`src/rtl/modular_exponentiation_unit_defines.svh`:
```
// Assertion helpers for the modular exponentiation unit.
// Both expect clk and rst_n in the scope where they are used.
`ifndef MODULAR_EXPONENTIATION_UNIT_DEFINES_SVH
`define MODULAR_EXPONENTIATION_UNIT_DEFINES_SVH

// Same-cycle implication.
`define MEU_ASSERT_IMP(label, lhs, rhs, msg) \
    label: assert property (@(posedge clk) disable iff (!rst_n) (lhs) |-> (rhs)) \
        else $error(msg);

// Next-cycle implication.
`define MEU_ASSERT_NEXT(label, lhs, rhs, msg) \
    label: assert property (@(posedge clk) disable iff (!rst_n) (lhs) |=> (rhs)) \
        else $error(msg);

`endif

```
`src/rtl/mexp_pkg.sv`:
```
package mexp_pkg;

    localparam int RES_W      = 32;  // residue and result width
    localparam int PROD_W     = 64;  // product / dividend width
    localparam int BASE_W     = 63;
    localparam int EXP_PORT_W = 63;
    localparam int CNT_W      = 7;   // holds PROD_W

    typedef enum logic [2:0] {
        ST_IDLE,
        ST_BASE_START,
        ST_BASE_WAIT,
        ST_CHECK,
        ST_MUL,
        ST_RED_START,
        ST_RED_WAIT,
        ST_FINISH
    } mexp_state_t;

    typedef struct packed {
        logic load_in;
        logic base_start;
        logic base_commit;
        logic mul;
        logic red_start;
        logic red_commit;
        logic load_out;
    } mexp_cmd_t;

    typedef struct packed {
        logic red_a_done;
        logic red_s_done;
        logic exp_zero;
    } mexp_sts_t;

endpackage

```
`src/rtl/mexp_ctrl.sv`:
```
module mexp_ctrl
    import mexp_pkg::*;
(
    input  logic      clk,
    input  logic      rst_n,
    input  logic      in_valid,
    output logic      in_ready,
    output logic      out_valid,
    input  logic      out_ready,
    output mexp_cmd_t cmd,
    input  mexp_sts_t sts
);

    mexp_state_t state_reg, state_next;
    logic        out_valid_reg, out_valid_next;

    always_ff @(posedge clk or negedge rst_n)
    begin
        if (!rst_n)
        begin
            state_reg     <= ST_IDLE;
            out_valid_reg <= 1'b0;
        end
        else
        begin
            state_reg     <= state_next;
            out_valid_reg <= out_valid_next;
        end
    end

    always_comb
    begin
        state_next = state_reg;
        cmd        = '0;
        in_ready   = 1'b0;
        unique case (state_reg)
            ST_IDLE:
            begin
                in_ready = 1'b1;
                if (in_valid)
                begin
                    cmd.load_in = 1'b1;
                    state_next  = ST_BASE_START;
                end
            end
            ST_BASE_START:
            begin
                cmd.base_start = 1'b1;
                state_next     = ST_BASE_WAIT;
            end
            ST_BASE_WAIT:
            begin
                if (sts.red_a_done)
                begin
                    cmd.base_commit = 1'b1;
                    state_next      = ST_CHECK;
                end
            end
            ST_CHECK:
            begin
                state_next = sts.exp_zero ? ST_FINISH : ST_MUL;
            end
            ST_MUL:
            begin
                cmd.mul    = 1'b1;
                state_next = ST_RED_START;
            end
            ST_RED_START:
            begin
                cmd.red_start = 1'b1;
                state_next    = ST_RED_WAIT;
            end
            ST_RED_WAIT:
            begin
                if (sts.red_a_done && sts.red_s_done)
                begin
                    cmd.red_commit = 1'b1;
                    state_next     = ST_CHECK;
                end
            end
            ST_FINISH:
            begin
                // Hold until the output register is free.
                if (!out_valid_reg || out_ready)
                begin
                    cmd.load_out = 1'b1;
                    state_next   = ST_IDLE;
                end
            end
            default:
            begin
                state_next = ST_IDLE;
            end
        endcase
        out_valid_next = (out_valid_reg && !out_ready) || cmd.load_out;
    end

    assign out_valid = out_valid_reg;

endmodule

```
`config.mk`:
```
export PLATFORM = sky130hd
export DESIGN_NAME = mexp_ctrl
export DESIGN_NICKNAME = d
export VERILOG_FILES = /design/src/rtl/modular_exponentiation_unit_defines.svh /design/src/rtl/mexp_pkg.sv /design/src/rtl/mexp_ctrl.sv
export SDC_FILE = /design/constraint.sdc
export NUM_CORES = 1
export LEC_CHECK = 0
export BUFFER_PORTS_ARGS = -buffer_cell sky130_fd_sc_hd__buf_2
export CORE_AREA = 2 2 39 41
export DETAILED_ROUTE_END_ITERATION = 8
export DIE_AREA = 0 0 41 43
export SLEW_MARGIN = 20
export SYNTH_ARGS = -nofsm -noshare
export SYNTH_HDL_FRONTEND = slang
export SYNTH_SLANG_ARGS = --single-unit
```
`constraint.sdc`:
```
create_clock -name clk -period 2.6 [get_ports clk]
set_input_delay 0.39 -clock clk [delete_from_list [all_inputs] [get_ports clk]]
set_output_delay 0.39 -clock clk [all_outputs]
set_load 0.05 [all_outputs]
```
After elaboration in Yosys (flattened, before gate mapping)

Index checks and enable logic that the tools add are counted.

Eq/ne operators: 11
Multiplexer cells: 18
Reductions and logical operators: 8

Operator list:

| kind               | count |
|---|---|
| $pmux 3 s8         | 1 |
| $eq 3x3->1 const B | 4 |
| $mux 1             | 12 |
| $mux 3             | 4 |
| $ne 2x2->1 const B | 4 |
| $eq 3x2->1 const B | 2 |
| $reduce_and 4->1   | 1 |
| $eq 3x1->1 const B | 1 |
| $logic_not 3->1    | 1 |
| $logic_and 1x1->1  | 2 |
| $logic_not 1->1    | 2 |
| $logic_or 1x1->1   | 2 |
| $mux 2             | 1 |

Bits in registers: 4
Bits of input ports: 7
Logic and storage cells: 39

Depth between registers and ports, before layout

Depth after elaboration: 5
Gate-level depth with buffers: 4
Gate-level depth less buffers: 3

Worst setup path before layout

No wires, ideal clock.

Path type: reg-to-output
Start point: register state_reg[0]
End point: output cmd[4] (netlist bit)
Arrival time: 1.788 ns
Required time: 2.210 ns
Slack: 0.422 ns
Cell stages (with the launch flop): 3
Buffers on the path: 0
Cell sequence: dfrtp_1 -> nand2b_1 -> nor3b_1

RTL lines:

| what                     | line            | text |
|---|---|---|
| start: declaration       | mexp_ctrl.sv:14 | `mexp_state_t state_reg, state_next;` |
| start signal: assignment | mexp_ctrl.sv:26 | `state_reg <= state_next;` |
| end: declaration         | mexp_ctrl.sv:10 | `output mexp_cmd_t cmd,` |

==> results.py <==
metrics = {
    "placed_design": {
        "gp_congestion": 0.676,
        "numPortBuffers": 15,
    },
    "cts": {
        "cts_made_buffers": 3,
        "post_cts_buffers": 0,
        "root_buffer": "clkbuf_4",
        "cts_max_level": 1,
        "cts.sinks": 4,
        "clk_path_buf_depth": 2,
        "cts_resized": 0,
        "insertion_delay_ns": 0.23,
        "tritoncts": "yes",
        "clkTransAtPathRegs_ns": 0.04,
    },
    "setup_path": {
        "r2r-end": "state_reg[1]",
        "crit_slowest_cell": "dfrtp_1",
        "reg2reg_from": "state_reg[2]",
        "worstPathMaxFanout": 13,
        "cpPeakStageDelay_ns": 0.57,
        "ff2ff_setup_slack_ns": 1.38,
        "crit_chain": "nand3_1 > a21oi_2 > buf_2",
        "endpoint_kind": "primary output",
        "cp.required_ns": 2.21,
        "cp-start-kind": "flop",
        "startpoint": "state_reg[2]",
        "cp.arrival_ns": 1.39,
        "setup.worst_path.end": "cmd[0]",
        "ff2ff_path_depth": 3,
        "critPathKind": "flop to primary output",
    },
    "floorplan": {
        "dieArea_sq_mm": 0.00176,
        "start_util": 0.203,
        "placementRows": 14,
        "core-area_sq_mm": 0.00138,
        "ios": 16,
        "die-width_um": 41,
        "die_y_um": 43,
    },
    "global_routing": {
        "grt_max_degree": 14,
        "antenna_found_initial": 0,
        "grt.overflow.total": 0,
        "grt_use_total": 0.0878,
        "grt_pass1_wl_um": 979,
        "grt_pass1_vias": 250,
    },
    "pwr": {
        "power_density_mw_per_mm2": 1400,
        "irDropWorstVdd_mv": 0.624,
        "p_leak_uw": 0.000197,
    },
    "routing": {
        "post-route-drc-count": 0,
        "vias": 291,
        "wl_um": 615,
        "antenna_left": 0,
        "drt_iter0_drc": 1,
        "wl_per_cell_um": 9.04,
        "drtPass1Iterations": 2,
        "via_per_inst": 4.28,
    },
    "timing": {
        "worst_pin_slew_ns": 0.392,
        "grt_setup_unrepaired": "false",
        "holdWs_ns": 0.367,
        "finalHoldViolCount": 0,
        "fmax_mhz": 561,
        "fin_skew_ns": 0.00124,
        "setup_tns_ns": 0,
        "min_period_ns": 1.78,
        "final_max_slew_viol_count": 0,
        "min_period_over_period": 0.685,
        "relSlewSlack": 0.738,
        "setup_viol": 0,
    },
    "cells_and_area": {
        "antenna_cells": 0,
        "mostFrequentLayoutCell": "buf_2",
        "largest_reg_flops": 3,
        "nets": 61,
        "fill_cells": 157,
        "area_growth_syn_to_layout_pct": 40.9,
        "final_cell_mix": "buf_2, nor2_1, a21oi_1, dfrtp_1",
        "drive_above_1_share": 0.462,
    },
    "synth": {
        "syn_avg_cell_area_sq_um": 8.04,
        "syn_nets": 42,
        "synth_warnings": 0,
        "yosys.area.top_type_share": 0.356,
        "synthTopCellsByArea": "dfrtp_1, a21oi_1, nor3_2",
        "synth_area_sq_um": 282,
        "synth_cell_types": 19,
        "synth.yosys.seq_area_share": 0.356,
        "yosys_register_bits": 4,
        "synthesis.instances": 35,
        "synth_area_leader_cell": "dfrtp_1",
    },
    "run": {
        "cap_violations": 0,
    },
    "status": {
        "status": "finished, final reports clean",
    },
    "hold_path": {
        "hold_path.class": "input pin to flop",
    },
}
logic make-up (layout without fill, tap and decap cells):
group,after synthesis,count (layout),synth area share
AND/OR/NAND/NOR,19,19,0.387
AO/OA/AOI/OAI,7,7,0.173
buffers and inverters,5,22,0.0844
flip-flops,4,4,0.356
metrics by stage:
step	total power [uW]	cells	setup slack [ns]	utilization	instance area, sq um
floorplan	426	35	0.422	-	282
global placement	481	64	1.08	0.263	364
detailed placement	483	64	1.06	0.263	364
CTS	565	68	0.797	0.287	397
global route	603	68	0.710	0.287	397
finish	554	68	0.818	0.287	397
synth_stat cells (all sizes together):
| library cell | instances |
|---|---|
| nand3 | 3 |
| dfrtp | 4 |
| inv | 3 |
| o21ai | 1 |
| or2 | 1 |
| nand2 | 1 |
| and2 | 2 |
| nor2b | 1 |
| nor3 | 4 |
| nand2b | 2 |
| nor3b | 1 |
| a311oi | 1 |
| buf | 2 |
| a21oi | 5 |
| nor2 | 4 |
report_power, final:
part | total, uW | internal, uW | switching, uW
combinational | 315 | 93.1 | 222
sequential | 163 | 92.9 | 70.3
clock | 75.8 | 51.6 | 24.3
total | 554 | 238 | 316
critical path: cells and delay by family, from the launching register on:
kind | cells | cell delay (ns)
AND/OR/NAND/NOR | 1 | 0.17
buffers and inverters | 1 | 0.28
flip-flops | 1 | 0.57
AO/OA/AOI/OAI | 1 | 0.14
cell type report:
| cell class | count | area, sq um | share of cell area |
|---|---|---|---|
| Clock buffer | 3 | 22.5 | 0.0568 |
| Tap cell | 16 | 20.0 | 0.0505 |
| Multi-Input combinational cell | 26 | 158 | 0.397 |
| Sequential cell | 4 | 100 | 0.252 |
| Inverter | 3 | 11.3 | 0.0284 |
| Timing Repair Buffer | 16 | 85.1 | 0.215 |
how the worst min path moves through the flow:
stage | startpoint | slack [ns] | end | depth (start not counted)
6_report | out_ready | 0.37 | out_valid | 2
3_3_place_gp | rst_n | 0.20 | out_valid | 1
4_1_cts | out_ready | 0.36 | out_valid | 2
5_1_grt | out_ready | 0.39 | out_valid | 2
2_1_floorplan | rst_n | 0.09 | out_valid | 0
3_5_place_dp | rst_n | 0.20 | state_reg[2] | 1
repair_timing:
| action | in CTS | in global routing |
|---|---|---|
| hold buffers | 1 | 0 |
| setup endpoints to repair | 0 | 0 |
| endpoints found under the hold margin | 4 | 0 |
per-layer routing:
metal / track usage / up-vias / share of wire
met4: 0.0800 / 0 / 0.013
met5: 0 / - / 0
met3: 0.0314 / 2 / 0.088
met2: 0.116 / 13 / 0.42
met1: 0.105 / 122 / 0.47
li1: - / 154 / -
(Power assumes the default switching activity.)
